[config.mk]
export PLATFORM = sky130hd
export DESIGN_NAME = bgp_fifo
export DESIGN_NICKNAME = d
export VERILOG_FILES = /design/src/rtl/bgp_pkg.sv /design/src/rtl/bgp_fifo.sv
export SDC_FILE = /design/constraint.sdc
export NUM_CORES = 1
export LEC_CHECK = 0
export BUFFER_PORTS_ARGS = -buffer_cell sky130_fd_sc_hd__buf_2
export CELL_PAD_IN_SITES_DETAIL_PLACEMENT = 2
export CELL_PAD_IN_SITES_GLOBAL_PLACEMENT = 2
export CORE_AREA = 4 4 203 205
export DETAILED_ROUTE_END_ITERATION = 10
export DIE_AREA = 0 0 207 209
export PLACE_DENSITY = 0.8
export SKIP_CTS_REPAIR_TIMING = 1
export SYNTH_ARGS = -nofsm -noshare
export SYNTH_HDL_FRONTEND = slang
export SYNTH_SLANG_ARGS = --single-unit
[constraint.sdc]
create_clock -name clk -period 5.32 [get_ports clk]
set_clock_uncertainty 0.2 [all_clocks]
set_input_delay 1.064 -clock clk [delete_from_list [all_inputs] [get_ports clk]]
set_output_delay 1.064 -clock clk [all_outputs]
set_load 0.02 [all_outputs]
[src/rtl/bgp_pkg.sv]
package bgp_pkg;

  localparam int DIM_MAX = 1024;
  localparam int DIM_W   = 11;
  localparam int COORD_W = 10;
  localparam int WGT_W   = 21;
  localparam int CH_W    = 6;
  localparam int SUM_W   = WGT_W + CH_W;
  localparam int Q_W     = 6;
  localparam int FIFO_DEPTH = 4;
  localparam int PTR_W   = 2;
  localparam int CNT_W   = 3;
  localparam int ADDR_W  = 5;

  typedef enum logic [2:0] {
    REG_BL = 3'd0,
    REG_BR = 3'd1,
    REG_TL = 3'd2,
    REG_TR = 3'd3,
    REG_W  = 3'd4,
    REG_H  = 3'd5
  } reg_idx_t;

  typedef enum logic [1:0] {
    CH_R = 2'd0,
    CH_G = 2'd1,
    CH_B = 2'd2
  } chan_t;

  typedef struct packed {
    logic [WGT_W-1:0] wbl;
    logic [WGT_W-1:0] wbr;
    logic [WGT_W-1:0] wtl;
    logic [WGT_W-1:0] wtr;
    logic [WGT_W-1:0] area;
  } wgt_item_t;

  typedef struct packed {
    logic [15:0] bl;
    logic [15:0] br;
    logic [15:0] tl;
    logic [15:0] tr;
  } corners_t;

  function automatic logic [CH_W-1:0] chan_of(logic [15:0] color, chan_t c);
    logic [CH_W-1:0] v;
    case (c)
      CH_R:    v = {1'b0, color[15:11]};
      CH_G:    v = color[10:5];
      CH_B:    v = {1'b0, color[4:0]};
      default: v = '0;
    endcase
    return v;
  endfunction

endpackage

[src/rtl/bgp_fifo.sv]
module bgp_fifo
  import bgp_pkg::*;
(
  input  logic      clk,
  input  logic      rst_n,
  input  logic      wr_valid,
  output logic      wr_ready,
  input  wgt_item_t wr_data,
  output logic      rd_valid,
  input  logic      rd_ready,
  output wgt_item_t rd_data
);

  wgt_item_t        mem_r [FIFO_DEPTH];
  logic [PTR_W-1:0] wp_r, rp_r;
  logic [CNT_W-1:0] cnt_r;
  logic             push, pop;

  assign wr_ready = cnt_r != CNT_W'(FIFO_DEPTH);
  assign rd_valid = cnt_r != '0;
  assign rd_data  = mem_r[rp_r];
  assign push     = wr_valid && wr_ready;
  assign pop      = rd_valid && rd_ready;

  always_ff @(posedge clk) begin
    if (!rst_n) begin
      wp_r  <= '0;
      rp_r  <= '0;
      cnt_r <= '0;
    end else begin
      if (push) wp_r <= wp_r + PTR_W'(1);
      if (pop) rp_r <= rp_r + PTR_W'(1);
      if (push && !pop) cnt_r <= cnt_r + CNT_W'(1);
      else if (pop && !push) cnt_r <= cnt_r - CNT_W'(1);
    end
  end

  always_ff @(posedge clk) begin
    if (push) mem_r[wp_r] <= wr_data;
  end

endmodule

==> results.ini <==
[run_status]
status=finished clean

[grt]
grt_usage=0.167
overflow=0
grt_max_degree=106
top_usage_layer=met2
use_met3=0.0524
use_met2=0.295
grt_pass1_vias=8237
grt_pass1_wl_mm=55.0
grtUsageMet1=0.202
antenna_found_initial=9

[setup_path]
worstPathCellList=buf_12, mux4_2, buf_2
cp-end-kind=output pin
cp_top_family=flip-flops
critical_path_arrival_ns=2.48
critPathRequiredTime_ns=4.06
slowest_delay_ns=0.83
worstPathMaxFanout=58
r2r-start=cnt_r[0]$_SDFFE_PN0P_
start_kind=flop
crit_type=reg2out
critPathBufInv=2
r2r_cells=8
cp_slowest_cell=dfxtp_4
cp.depth=3

[cts]
numCtsBuffers=46
cts_root_buffer=clkbuf_16
tritoncts=built
cts_sinks=429
htreeDepth=2
cts.reportedPaths.clkPinSlew_ns=0.06
clock_path_buffers=3
clk_latency_ns=0.56

[place]
dpl_worst_slack_ns=2.12
dp_hpwl_mm=22.3
gp_congestion=0.682
port_buffers=215

[synthesis]
synth_seq_area_share=0.818
synth_seq_cells=429
ys_types=24
syn_area_um2=15600
avgSynthCellArea_um2=26.2
yosysWarnings=0
synth_nets=712
netlist_instances=597

[sta]
worstMarginPinSlew_ns=0.892
final.setup.worst_slack_ns=1.58
finalSetupViolCount=0
maxSlewHeadroom=0.405
period_minus_slack_ns=3.74
final_max_slew_viol_count=0
fmaxAchievable_mhz=267
fin_tns_setup_ns=0
finalCritPeriodShare=0.703
hold_viol_final=0
rsz0062_at_grt=no

[finish]
seq_area_um2=12800
layout-drive-gt1-share=0.458
fillCellCount=3555
multiInputGateArea_um2=2650
syn2layout_area_growth_pct=20.2
nets=958

[route]
avgRoutedWirePerCell_um=25.9
viasPerCell=5.08
final_antenna_net_count=0
drt_first_pass_iters=5
wl_mm=36.3
drt-initial-drc-count=519
remaining_drc_errors=0
num_vias=7132

[worst_hold_path]
min-delay-start=wp_r[1]$_SDFFE_PN0P_
hp-class=reg2reg
hold_path_depth=2

[power_and_ir_drop]
p_leak_nw=6.23
p_per_area_nw_per_um2=516
ir_drop_v=0.000256

[floorplan]
pin_count=216
row_count=73
die_area_um2=43300
fp.dieW_um=207
die_h_um=209
start_util=0.396
core_area_um2=39500

[job]
drv_cap=0

[stage by stage]
| step | area, um2 | std cells | hold WS (ns) | total power, W | utilization |
|---|---|---|---|---|---|
| floorplan | 15600 | 597 | 0.268 | 0.00596 | - |
| global placement | 17300 | 1320 | 0.293 | 0.00664 | 0.439 |
| detailed placement | 17300 | 1320 | 0.313 | 0.00675 | 0.439 |
| CTS | 18800 | 1399 | 0.321 | 0.00988 | 0.476 |
| global route | 18800 | 1401 | 0.347 | 0.0101 | 0.476 |
| finish | 18800 | 1404 | 0.321 | 0.00970 | 0.476 |
[cell usage in the layout (no fill, tap or decap), drive strengths merged]
master,instances
o311ai,1
nor2b,1
mux2i,3
nor2,1
clkbuf,56
and2,8
bufinv,4
inv,4
dfxtp,9
clkinvlp,1
fa,1
clkinv,17
xor2,1
a21boi,2
o31ai,1
buf,223
edfxtp,420
ha,5
xnor2,3
or3,2
nand2,5
mux4,105
diode,5
o21ai,1
[Yosys cell counts (all sizes together)]
cell,count,share of area
nand2,5,0.0012
nor2,1,0.00024
o31ai,1,0.00048
a21boi,2,0.0012
mux2i,3,0.0019
nor2b,1,0.00040
mux4,105,0.15
or3,2,0.00080
xor2,1,0.00056
xnor2,3,0.0017
fa,1,0.0013
buf,19,0.011
inv,3,0.00072
o311ai,1,0.00056
ha,5,0.0040
edfxtp,420,0.81
and2,8,0.0032
clkbuf,6,0.0014
dfxtp,9,0.012
o21ai,1,0.00032
[worst reg2reg max path, stage by stage (launching register included)]
cell	delay [ns]
dfxtp_1	0.48
nor2_1	0.14
a21boi_2	0.41
ha_1	0.28
inv_1	0.07
fa_1	0.38
xor2_1	0.16
or3_1	0.30
a21boi_0	0.16
[state kept, by name, summed over array words and instances (netlist names), named ones only]
name,cells
cnt_r,3
wp_r,2
mem_r,420
rp_r,2
[layout make-up]
class / count / area share
inverter: 3 / 0.000599
sequential: 429 / 0.681
multi-input combinational: 140 / 0.141
clock buffer: 56 / 0.0655
clock inverter: 23 / 0.0113
tap: 525 / 0.0350
timing repair buffer: 223 / 0.0645
antenna: 5 / 0.000666
[metal layers]
layer,vias up,part of all wire
met5,-,0.0019
li1,3069,-
met4,10,0.016
met1,3797,0.39
met3,57,0.061
met2,199,0.53
[cell families (layout without fill, tap and decap cells)]
group                      count (synthesis)  after routing  synth area share
adders and majority gates                  6              6           0.00528
muxes                                    108            108             0.153
buffers and inverters                     28            305            0.0128
xor gates and xnor gates                   4              4           0.00224
and+or+nand+nor                           17             17           0.00584
AOI/OAI and AO/OA                          5              5           0.00256
other                                      0              5                 0
DFF                                      429            429             0.818
[where the power goes]
part	total, W	switching (W)	internal, W
registers	0.00425	0.000142	0.00411
clock network	0.00308	0.00126	0.00183
logic	0.00236	0.00140	0.000965
total	0.00970	0.00280	0.00690
[path summary, 6_finish.rpt]
kind                                 to  slack, ns
hold reg to reg    wp_r[1]$_SDFFE_PN0P_       0.32
setup reg to reg  cnt_r[2]$_SDFFE_PN0P_       2.69
hold / removal     wp_r[1]$_SDFFE_PN0P_       0.32
setup / recovery             rd_data[4]       1.58
(Power assumes the default switching activity.)
