--- config.mk ---
export PLATFORM = sky130hd
export DESIGN_NAME = bgp_front
export DESIGN_NICKNAME = d
export VERILOG_FILES = /design/src/rtl/bgp_pkg.sv /design/src/rtl/bgp_front.sv
export SDC_FILE = /design/constraint.sdc
export NUM_CORES = 1
export LEC_CHECK = 0
export BUFFER_PORTS_ARGS = -buffer_cell sky130_fd_sc_hd__buf_2
export CAP_MARGIN = 20
export CORE_MARGIN = 3
export CORE_UTILIZATION = 46
export DETAILED_ROUTE_END_ITERATION = 10
export PLACE_DENSITY = 0.6
export SLEW_MARGIN = 25
export SYNTH_ARGS = -nofsm -noshare
export SYNTH_HDL_FRONTEND = slang
export SYNTH_SLANG_ARGS = --single-unit
--- constraint.sdc ---
create_clock -name clk -period 11.33 [get_ports clk]
set_clock_uncertainty 0.2 [all_clocks]
set_input_delay 2.266 -clock clk [delete_from_list [all_inputs] [get_ports clk]]
set_output_delay 2.266 -clock clk [all_outputs]
set_load 0.05 [all_outputs]
--- src/rtl/bgp_pkg.sv ---
package bgp_pkg;

  localparam int DIM_MAX = 1024;
  localparam int DIM_W   = 11;
  localparam int COORD_W = 10;
  localparam int WGT_W   = 21;
  localparam int CH_W    = 6;
  localparam int SUM_W   = WGT_W + CH_W;
  localparam int Q_W     = 6;
  localparam int FIFO_DEPTH = 4;
  localparam int PTR_W   = 2;
  localparam int CNT_W   = 3;
  localparam int ADDR_W  = 5;

  typedef enum logic [2:0] {
    REG_BL = 3'd0,
    REG_BR = 3'd1,
    REG_TL = 3'd2,
    REG_TR = 3'd3,
    REG_W  = 3'd4,
    REG_H  = 3'd5
  } reg_idx_t;

  typedef enum logic [1:0] {
    CH_R = 2'd0,
    CH_G = 2'd1,
    CH_B = 2'd2
  } chan_t;

  typedef struct packed {
    logic [WGT_W-1:0] wbl;
    logic [WGT_W-1:0] wbr;
    logic [WGT_W-1:0] wtl;
    logic [WGT_W-1:0] wtr;
    logic [WGT_W-1:0] area;
  } wgt_item_t;

  typedef struct packed {
    logic [15:0] bl;
    logic [15:0] br;
    logic [15:0] tl;
    logic [15:0] tr;
  } corners_t;

  function automatic logic [CH_W-1:0] chan_of(logic [15:0] color, chan_t c);
    logic [CH_W-1:0] v;
    case (c)
      CH_R:    v = {1'b0, color[15:11]};
      CH_G:    v = color[10:5];
      CH_B:    v = {1'b0, color[4:0]};
      default: v = '0;
    endcase
    return v;
  endfunction

endpackage

--- src/rtl/bgp_front.sv ---
module bgp_front
  import bgp_pkg::*;
(
  input  logic               clk,
  input  logic               rst_n,
  input  logic               in_valid,
  output logic               in_ready,
  input  logic [COORD_W-1:0] in_pixel_x,
  input  logic [COORD_W-1:0] in_pixel_y,
  input  logic [DIM_W-1:0]   image_width,
  input  logic [DIM_W-1:0]   image_height,
  output logic               item_valid,
  input  logic               item_ready,
  output wgt_item_t          item
);

  logic               v0_r, v1_r;
  logic [COORD_W-1:0] x_r, y_r;
  logic [DIM_W-1:0]   w_r, h_r;
  logic [COORD_W-1:0] x_nxt, y_nxt;
  logic [DIM_W-1:0]   w_nxt, h_nxt, wm1, hm1;
  logic [DIM_W-1:0]   wx, hy;
  logic [2*DIM_W-1:0] p_bl, p_br, p_tl, p_tr, p_area;
  wgt_item_t          item_r, item_nxt;
  logic               en;

  assign en       = !v1_r || item_ready;
  assign in_ready = en;

  always_comb begin
    w_nxt = image_width;
    if (image_width == '0) w_nxt = DIM_W'(1);
    else if (image_width > DIM_W'(DIM_MAX)) w_nxt = DIM_W'(DIM_MAX);
    h_nxt = image_height;
    if (image_height == '0) h_nxt = DIM_W'(1);
    else if (image_height > DIM_W'(DIM_MAX)) h_nxt = DIM_W'(DIM_MAX);
    wm1 = w_nxt - DIM_W'(1);
    hm1 = h_nxt - DIM_W'(1);
    x_nxt = in_pixel_x;
    if ({1'b0, in_pixel_x} > wm1) x_nxt = wm1[COORD_W-1:0];
    y_nxt = in_pixel_y;
    if ({1'b0, in_pixel_y} > hm1) y_nxt = hm1[COORD_W-1:0];
  end

  always_comb begin
    wx     = w_r - {1'b0, x_r};
    hy     = h_r - {1'b0, y_r};
    p_bl   = hy * wx;
    p_br   = hy * {1'b0, x_r};
    p_tl   = {1'b0, y_r} * wx;
    p_tr   = {1'b0, y_r} * {1'b0, x_r};
    p_area = w_r * h_r;
    item_nxt.wbl  = p_bl[WGT_W-1:0];
    item_nxt.wbr  = p_br[WGT_W-1:0];
    item_nxt.wtl  = p_tl[WGT_W-1:0];
    item_nxt.wtr  = p_tr[WGT_W-1:0];
    item_nxt.area = p_area[WGT_W-1:0];
  end

  always_ff @(posedge clk) begin
    if (!rst_n) begin
      v0_r <= 1'b0;
      v1_r <= 1'b0;
    end else if (en) begin
      v0_r <= in_valid;
      v1_r <= v0_r;
    end
  end

  always_ff @(posedge clk) begin
    if (en) begin
      x_r    <= x_nxt;
      y_r    <= y_nxt;
      w_r    <= w_nxt;
      h_r    <= h_nxt;
      item_r <= item_nxt;
    end
  end

  assign item_valid = v1_r;
  assign item       = item_r;

endmodule

==> metrics.txt <==
status completed; syn nets about 3400; PostCTS Resize Cnt 0; slowest cell delay on critical path between 800 and 900 ps; Final period util 79.71%; hold path start v0_r; CP arrival 9070 ps; Total Wirelength 61330 um; Post-Syn Area 0.02486 mm2; diode count 0; r2r startpoint y_r[1]; 1st-iter DRT viols 1028; worst hold stages 2; CP required about 11000 ps; f_max 0.1107 GHz; std cell rows 84; Post-CTS Setup Repair Bufs 0; max cap viols 0; commonest cells after routing, fill and taps aside inv_1, fa_1, ha_1; global-route wire length before repair 100300 um; met3 Use GR 4.068%; CTS sink count 148; core area approximately 0.053 mm2; proportion of synthesized chip area in sequential cells 17.80%; Slew Limit Fails 0; P&R area growth vs syn 8.245%; Synth Instances ~2600; Vias per Instance 5.336; area leader, netlist fa_1; final critical-path required period 9032 ps; GR Util met2 36.89%; Main synth FF type edfxtp_1; Root Buffer clkbuf_16; Num CTS Buffers 17; Clock transition at path regs 70 ps; port bufs 151; synthesis-stage register bit count 148; Post-synth EDFFs 146; Slowest cell on crit path edfxtp_1; Hold Crit Class reg2reg; crit end category flip-flop; most common cell after layout, fill and taps aside inv_1; number of hold buffers added after cts 0; nets 3459; total number of vias 18300; Initial DRT Pass Iterations 5; CTS tree yes; r2r setup slk 2300 ps; Reg2Reg Depth 25; FF/Latch Area 0.004424 mm2; Die ar. 0.05686 mm2; Crit Path Class reg2reg; RSZ-0062 raised after global routing false; filler cell count in the final layout 5000; capture point of the worst reg-to-reg path item[83]; DP HPWL 49060 um; io pins between 150 and 200; pin count of the biggest net entering global routing just under 70; async set or reset register ratio after synthesis 0%; Avg Inst Size Synth roughly 9.4 um2; number of global-route vias before repair ~19000; H-tree Lvls 4; Startpoint Class flip-flop; share of layout cells above drive strength 1 about 9%; Starting Density 46.93%; Fin Setup TNS 0 ps; Die W between 200 and 250 um; Routed WL per cell 17.89 um; initial antenna violation count 2; slew margin rel. 29.86%; Synth cell types 81; CP Max Fanout 14; CP most frequent cell fa_1; Warnings, synthesis 0; Synth top area share 29.15%; WHS 266.1 ps; dominant cells by area after synthesis fa_1, edfxtp_1, ha_1, inv_1, nand2_1; Routed Antenna Nets 0; final hold viol count 0; GRT busiest layer met2; hold path endpoint item_valid; worst slew pin tran 1045 ps; # DRC 0; gr ovfl total 0; Clk Latency, worst-skew pair around 500 ps; DIE HEIGHT between 200 and 250 um; CTS Buffer Depth 2; Final setup viols 0; Placer Congestion 0.9133; overall routing resource usage 22.61%; multi-input logic area roughly 0.018 mm2; met1 usage 29.70%
[routing by layer]
layer | share of wire, % | up-vias
li1 | - | 8534
met1 | 44 | 9161
met2 | 47 | 475
met3 | 5.3 | 124
met4 | 4.0 | 2
met5 | 0.021 | -
[worst max path at each step]
| stage | startpoint | endpoint | slack (ps) | depth (start not counted) |
|---|---|---|---|---|
| after CTS | y_r[1] | item[83] | 2330 | 25 |
| after floorplan | item_ready | in_ready | 2690 | 1 |
| after global placement | y_r[1] | item[83] | 2410 | 27 |
| final | y_r[1] | item[83] | 2300 | 25 |
| after global routing | y_r[1] | item[83] | 1760 | 27 |
| after detailed placement | y_r[1] | item[83] | 2320 | 25 |
[cell usage after synthesis, types with 11 or more instances]
master	count
inv_1	500
fa_1	362
ha_1	323
nand2_1	322
nor2_1	156
and2_1	148
edfxtp_1	146
clkbuf_1	86
xnor2_1	78
a21oi_1	72
nor2b_1	53
a21o_1	38
o21ai_0	38
nand2b_1	32
xor2_1	31
nor3_1	24
o21a_1	20
a31oi_1	19
nand3_1	14
nand4_1	12
and3_1	11
[state kept, by name, summed over array words and instances (netlist names)]
signal,flops
v0_r,1
y_r,10
x_r,10
item,104
w_r,11
h_r,11
item_valid,1
[metrics by stage]
step	instances	area, um2	utilization, %	setup slack [ps]
4_1_cts	3428	26880	50.74	2331
5_1_grt	3429	26910	50.80	1757
2_1_floorplan	2645	24860	-	2686
3_3_place_gp	3396	26230	49.51	2411
3_5_place_dp	3396	26290	49.63	2324
6_report	3429	26910	50.80	2298
[worst max-delay path, delay by kind of cell (launching register included)]
family / cells / cell delay, ps
flops: 1 / 830
fa+ha+maj: 7 / 3620
xor+xnor: 2 / 730
simple gates: 2 / 270
buf+inv: 5 / 1220
compound gates: 9 / 1910
[area by class of cell]
| type | count | share of cell area, % |
|---|---|---|
| Clock buffer | 18 | 1.595 |
| Clock inverter | 14 | 0.5999 |
| Inverter | 504 | 7.031 |
| Multi-Input combinational cell | 1890 | 67.80 |
| Sequential cell | 148 | 16.44 |
| Tap cell | 688 | 3.199 |
| Timing Repair Buffer | 167 | 3.329 |
[logic make-up after synthesis]
| family | count (synthesis) | share of synthesized area (%) |
|---|---|---|
| compound gates | 279 | 7.802 |
| xor+xnor | 109 | 3.841 |
| fa+ha+maj | 685 | 45.41 |
| buf+inv | 607 | 9.277 |
| flops | 148 | 17.80 |
| mux | 9 | 0.3825 |
| other cells | 1 | 0.01509 |
| simple gates | 807 | 15.47 |
Power is not shown: default switching activity piles up to over one toggle a cycle in this logic, so the estimate is an artifact.
