## src/rtl/bgp_pkg.sv

```systemverilog
package bgp_pkg;

  localparam int DIM_MAX = 1024;
  localparam int DIM_W   = 11;
  localparam int COORD_W = 10;
  localparam int WGT_W   = 21;
  localparam int CH_W    = 6;
  localparam int SUM_W   = WGT_W + CH_W;
  localparam int Q_W     = 6;
  localparam int FIFO_DEPTH = 4;
  localparam int PTR_W   = 2;
  localparam int CNT_W   = 3;
  localparam int ADDR_W  = 5;

  typedef enum logic [2:0] {
    REG_BL = 3'd0,
    REG_BR = 3'd1,
    REG_TL = 3'd2,
    REG_TR = 3'd3,
    REG_W  = 3'd4,
    REG_H  = 3'd5
  } reg_idx_t;

  typedef enum logic [1:0] {
    CH_R = 2'd0,
    CH_G = 2'd1,
    CH_B = 2'd2
  } chan_t;

  typedef struct packed {
    logic [WGT_W-1:0] wbl;
    logic [WGT_W-1:0] wbr;
    logic [WGT_W-1:0] wtl;
    logic [WGT_W-1:0] wtr;
    logic [WGT_W-1:0] area;
  } wgt_item_t;

  typedef struct packed {
    logic [15:0] bl;
    logic [15:0] br;
    logic [15:0] tl;
    logic [15:0] tr;
  } corners_t;

  function automatic logic [CH_W-1:0] chan_of(logic [15:0] color, chan_t c);
    logic [CH_W-1:0] v;
    case (c)
      CH_R:    v = {1'b0, color[15:11]};
      CH_G:    v = color[10:5];
      CH_B:    v = {1'b0, color[4:0]};
      default: v = '0;
    endcase
    return v;
  endfunction

endpackage

```

## src/rtl/bgp_back.sv

```systemverilog
module bgp_back
  import bgp_pkg::*;
(
  input  logic        clk,
  input  logic        rst_n,
  input  logic        item_valid,
  output logic        item_ready,
  input  wgt_item_t   item,
  input  corners_t    corners,
  output logic        out_valid,
  input  logic        out_ready,
  output logic [15:0] out_pixel_color
);

  localparam int NST = Q_W + 1;

  logic             vld_r  [NST];
  logic [WGT_W-1:0] area_r [NST];
  logic [SUM_W-1:0] rem_r  [NST][3];
  logic [Q_W-1:0]   q_r    [NST][3];
  logic [SUM_W-1:0] rem_nxt [NST][3];
  logic [Q_W-1:0]   q_nxt   [NST][3];
  logic [SUM_W-1:0] sh;
  logic             en;

  assign en         = !vld_r[NST-1] || out_ready;
  assign item_ready = en;

  always_comb begin
    for (int c = 0; c < 3; c++) begin
      rem_nxt[0][c] = SUM_W'(chan_of(corners.bl, chan_t'(c))) * SUM_W'(item.wbl)
                    + SUM_W'(chan_of(corners.br, chan_t'(c))) * SUM_W'(item.wbr)
                    + SUM_W'(chan_of(corners.tl, chan_t'(c))) * SUM_W'(item.wtl)
                    + SUM_W'(chan_of(corners.tr, chan_t'(c))) * SUM_W'(item.wtr);
      q_nxt[0][c] = '0;
    end
    sh = '0;
    // restoring division, one quotient bit per stage, MSB first
    for (int s = 0; s < Q_W; s++) begin
      for (int c = 0; c < 3; c++) begin
        sh = {{(SUM_W-WGT_W){1'b0}}, area_r[s]} << (Q_W - 1 - s);
        rem_nxt[s+1][c] = rem_r[s][c];
        q_nxt[s+1][c]   = q_r[s][c];
        if (rem_r[s][c] >= sh) begin
          rem_nxt[s+1][c]           = rem_r[s][c] - sh;
          q_nxt[s+1][c][Q_W-1-s]    = 1'b1;
        end
      end
    end
  end

  always_ff @(posedge clk) begin
    if (!rst_n) begin
      for (int s = 0; s < NST; s++) vld_r[s] <= 1'b0;
    end else if (en) begin
      vld_r[0] <= item_valid;
      for (int s = 1; s < NST; s++) vld_r[s] <= vld_r[s-1];
    end
  end

  always_ff @(posedge clk) begin
    if (en) begin
      area_r[0] <= item.area;
      for (int s = 1; s < NST; s++) area_r[s] <= area_r[s-1];
      for (int s = 0; s < NST; s++) begin
        for (int c = 0; c < 3; c++) begin
          rem_r[s][c] <= rem_nxt[s][c];
          q_r[s][c]   <= q_nxt[s][c];
        end
      end
    end
  end

  assign out_valid       = vld_r[NST-1];
  assign out_pixel_color = {q_r[NST-1][CH_R][4:0], q_r[NST-1][CH_G],
                            q_r[NST-1][CH_B][4:0]};

endmodule
```

## config.mk

```make
export PLATFORM = sky130hd
export DESIGN_NAME = bgp_back
export DESIGN_NICKNAME = d
export VERILOG_FILES = /design/src/rtl/bgp_pkg.sv /design/src/rtl/bgp_back.sv
export SDC_FILE = /design/constraint.sdc
export NUM_CORES = 2
export LEC_CHECK = 0
export BUFFER_PORTS_ARGS = -buffer_cell sky130_fd_sc_hd__buf_2
export CAP_MARGIN = 10
export CORE_UTILIZATION = 47
export DETAILED_ROUTE_END_ITERATION = 12
export SYNTH_ARGS = -nofsm -noshare
export SYNTH_HDL_FRONTEND = slang
export SYNTH_SLANG_ARGS = --single-unit
```

## constraint.sdc

```tcl
create_clock -name clk -period 29.3 [get_ports clk]
set_input_delay 4.395 -clock clk [delete_from_list [all_inputs] [get_ports clk]]
set_output_delay 4.395 -clock clk [all_outputs]
set_load 0.05 [all_outputs]
```

==> results by group <==
Run status
  – Status: finished, final reports clean

Job
  – Max cap viols: 0

Logic synthesis
  – Area leader, netlist: fa_1
  – Post-Syn Area: 0.08194 mm2
  – Syn Inst Count: 8341
  – Sequential area share after synthesis: 24.54%
  – Register bit total from synthesis: 670
  – Top post-synthesis cells by area: fa_1 (29%), edfxtp_1 (25%), ha_1 (9.3%), inv_1 (6.7%), nand2_1 (5.1%)
  – Syn_nets: 10320
  – Synthesis Warnings: 0
  – Post-Syn Area per Cell: 9.824 um2
  – Netlist cell types: 89
  – Most common cell in the netlist: inv_1
  – Post-synth ARST share: 0%
  – Synth top area share: 29.05%
  – Top cells by count, synth: inv_1 (1457), fa_1 (1189), nand2_1 (1104), edfxtp_1 (669), ha_1 (612)
  – Most used flip-flop cell after synthesis: edfxtp_1
  – Post-synth EDFFs: 669

Cells and area
  – Area grow syn2layout: 6.887%
  – Fill cell count: 16150
  – Seq. cell area: 0.02011 mm2
  – NumNets Final: 10330
  – Area of the multi-input gates: 0.05531 mm2
  – Share of cells above drive strength 1: 5.624%

Global routing
  – Initial antenna violation count: 19
  – Vias in the first global route: 63490
  – Largest net degree at the start of global routing: 123
  – Gr usage total: 30.10%
  – First-pass GRT wire length: 390.7 mm
  – GRT overflow: 0

STA
  – Setup TNS: 0 ps
  – Slew HR: 20.27%
  – RSZ-0062 raised after global routing: false
  – Fin. Hold Viols: 0
  – Worst slew pin tran: 1193 ps
  – Final setup viols: 0
  – Final setup margin: 18030 ps
  – Tmin final: 11270 ps
  – Fin crit share: 38.47%
  – Slew Limit Fails: 0
  – Max Clk Rate: 88.72 MHz
  – Final Skew: 30.01 ps

Critical path
  – CP arrival: 11670 ps
  – CP Class: input pin to flip-flop
  – Peak fanout along the critical path: 16
  – Critical Path RT: 29700 ps
  – CP Launch Type: input pin
  – CP endpoint kind: flip-flop

CTS
  – Total CTS buffers: 73
  – H-tree Lvls: 3
  – Post-CTS Hold Buffers: 0
  – Post-CTS setup buffer count: 0
  – Clock sink total: 670
  – TritonCTS clock tree: yes
  – CTS max path bufs: 3
  – Clock Latency Late Sink: 660 ps
  – Clk pin slew, worst setup/hold paths: 70 ps
  – CTS resizes: 0
  – Clock Tree Root: clkbuf_16

Die
  – Starting density of the core: 47.55%
  – Die H: 419.5 um
  – # rows: 152
  – Die width: 419.5 um
  – Full die area: 0.1760 mm2
  – IO Count: 191
  – Core region area: 0.1723 mm2

Min path
  – Min-Delay Path Class: flip-flop to flip-flop

Drt
  – Final WL: 260.1 mm
  – Routed len/inst: 24.25 um
  – Pre-antenna DRT Iters: 6
  – Via density: 5.520
  – Via count: 59220
  – Initial DRC Count: 4105
  – DRC: 0
  – Post-route ant nets: 0

Placed design
  – # port buffers: 190
  – Final HPWL DP: 212.3 mm
  – GP Congestion: 0.9514
  – Pre-CTS setup slack: 17500 ps
state kept, by name, summed over array words and instances, names as in the netlist:
signal / cells
rem_r: 486
area_r: 126
q_r: 51
vld_r: 7
final cells by class:
class / instances / share of cell area (%)
Inverter: 1460 / 6.257
Clock inverter: 45 / 0.6372
Multi-Input combinational cell: 5921 / 63.15
Timing Repair Buffer: 225 / 1.400
Antenna cell: 6 / 0.01714
Sequential cell: 670 / 22.96
Tap cell: 2310 / 3.300
Clock buffer: 90 / 2.279
critical path, cell delays in order:
cell      delay [ps]
buf_2            480
nand2_1          160
fa_1             570
inv_1             50
fa_1             490
fa_1             550
inv_1             50
fa_1             490
inv_1             50
fa_1             490
fa_1             520
inv_1             60
fa_1             540
inv_1             60
ha_1             340
and3_1           270
nor2b_1          150
o31ai_1          210
o211ai_1         210
o311ai_0         830
a31oi_1          230
o21a_1           220
nor2_1           110
xnor2_1           70
placed cells by master (no fill, tap or decap), drive strengths merged, types with 74 or more instances in the layout:
| cell type | instances |
|---|---|
| a21o | 159 |
| a21oi | 362 |
| and2 | 539 |
| buf | 225 |
| clkbuf | 90 |
| edfxtp | 669 |
| fa | 1189 |
| ha | 612 |
| inv | 1466 |
| mux2 | 78 |
| nand2 | 1104 |
| nor2 | 280 |
| o21a | 74 |
| o21ai | 305 |
| xnor2 | 210 |
| xor2 | 140 |
path summary, 6_finish.rpt:
path           startpoint            to  slack (ps)  depth (start not counted)
min reg2reg     q_r[4][4]     q_r[5][4]         410                          0
max              item[95]  rem_r[0][52]       18030                         24
max reg2reg  area_r[1][6]  rem_r[2][34]       24550                         11
min             q_r[4][4]     q_r[5][4]         410                          0
logic make-up (layout without fill, tap and decap cells):
family,Yosys count,in the layout,synth area share [%]
AND/OR/NAND/NOR,2433,2433,14.30
adder cells (fa/ha/maj),1801,1801,38.39
buffers and inverters,1750,1820,8.058
AO/OA/AOI/OAI,1240,1240,9.641
flip-flops,670,670,24.54
XOR/XNOR,350,350,3.741
multiplexers,97,97,1.322
other,0,6,0
stage by stage:
stage                     hold slack [ps]  cell area (um2)  cells  util (%)
final                               411.5            87580  10730     50.83
after CTS                           414.7            87570  10720     50.82
after floorplan                     400.3            81940   8341         -
after detailed placement            404.5            85010  10590     49.34
after global placement              402.3            85010  10590     49.34
after global routing                423.2            87570  10720     50.82
routing by layer:
| metal | vias to the layer above | GRT usage [%] | routed length [um] |
|---|---|---|---|
| li1 | 26990 | - | - |
| met1 | 29640 | 33.54 | 95590 |
| met2 | 1926 | 53.02 | 129700 |
| met3 | 643 | 3.519 | 12590 |
| met4 | 18 | 22.11 | 22150 |
| met5 | - | 0 | 119 |
Power is left out: the tool's default activity adds up to more than one toggle a clock period on the data nets, which glitch-free logic cannot reach.
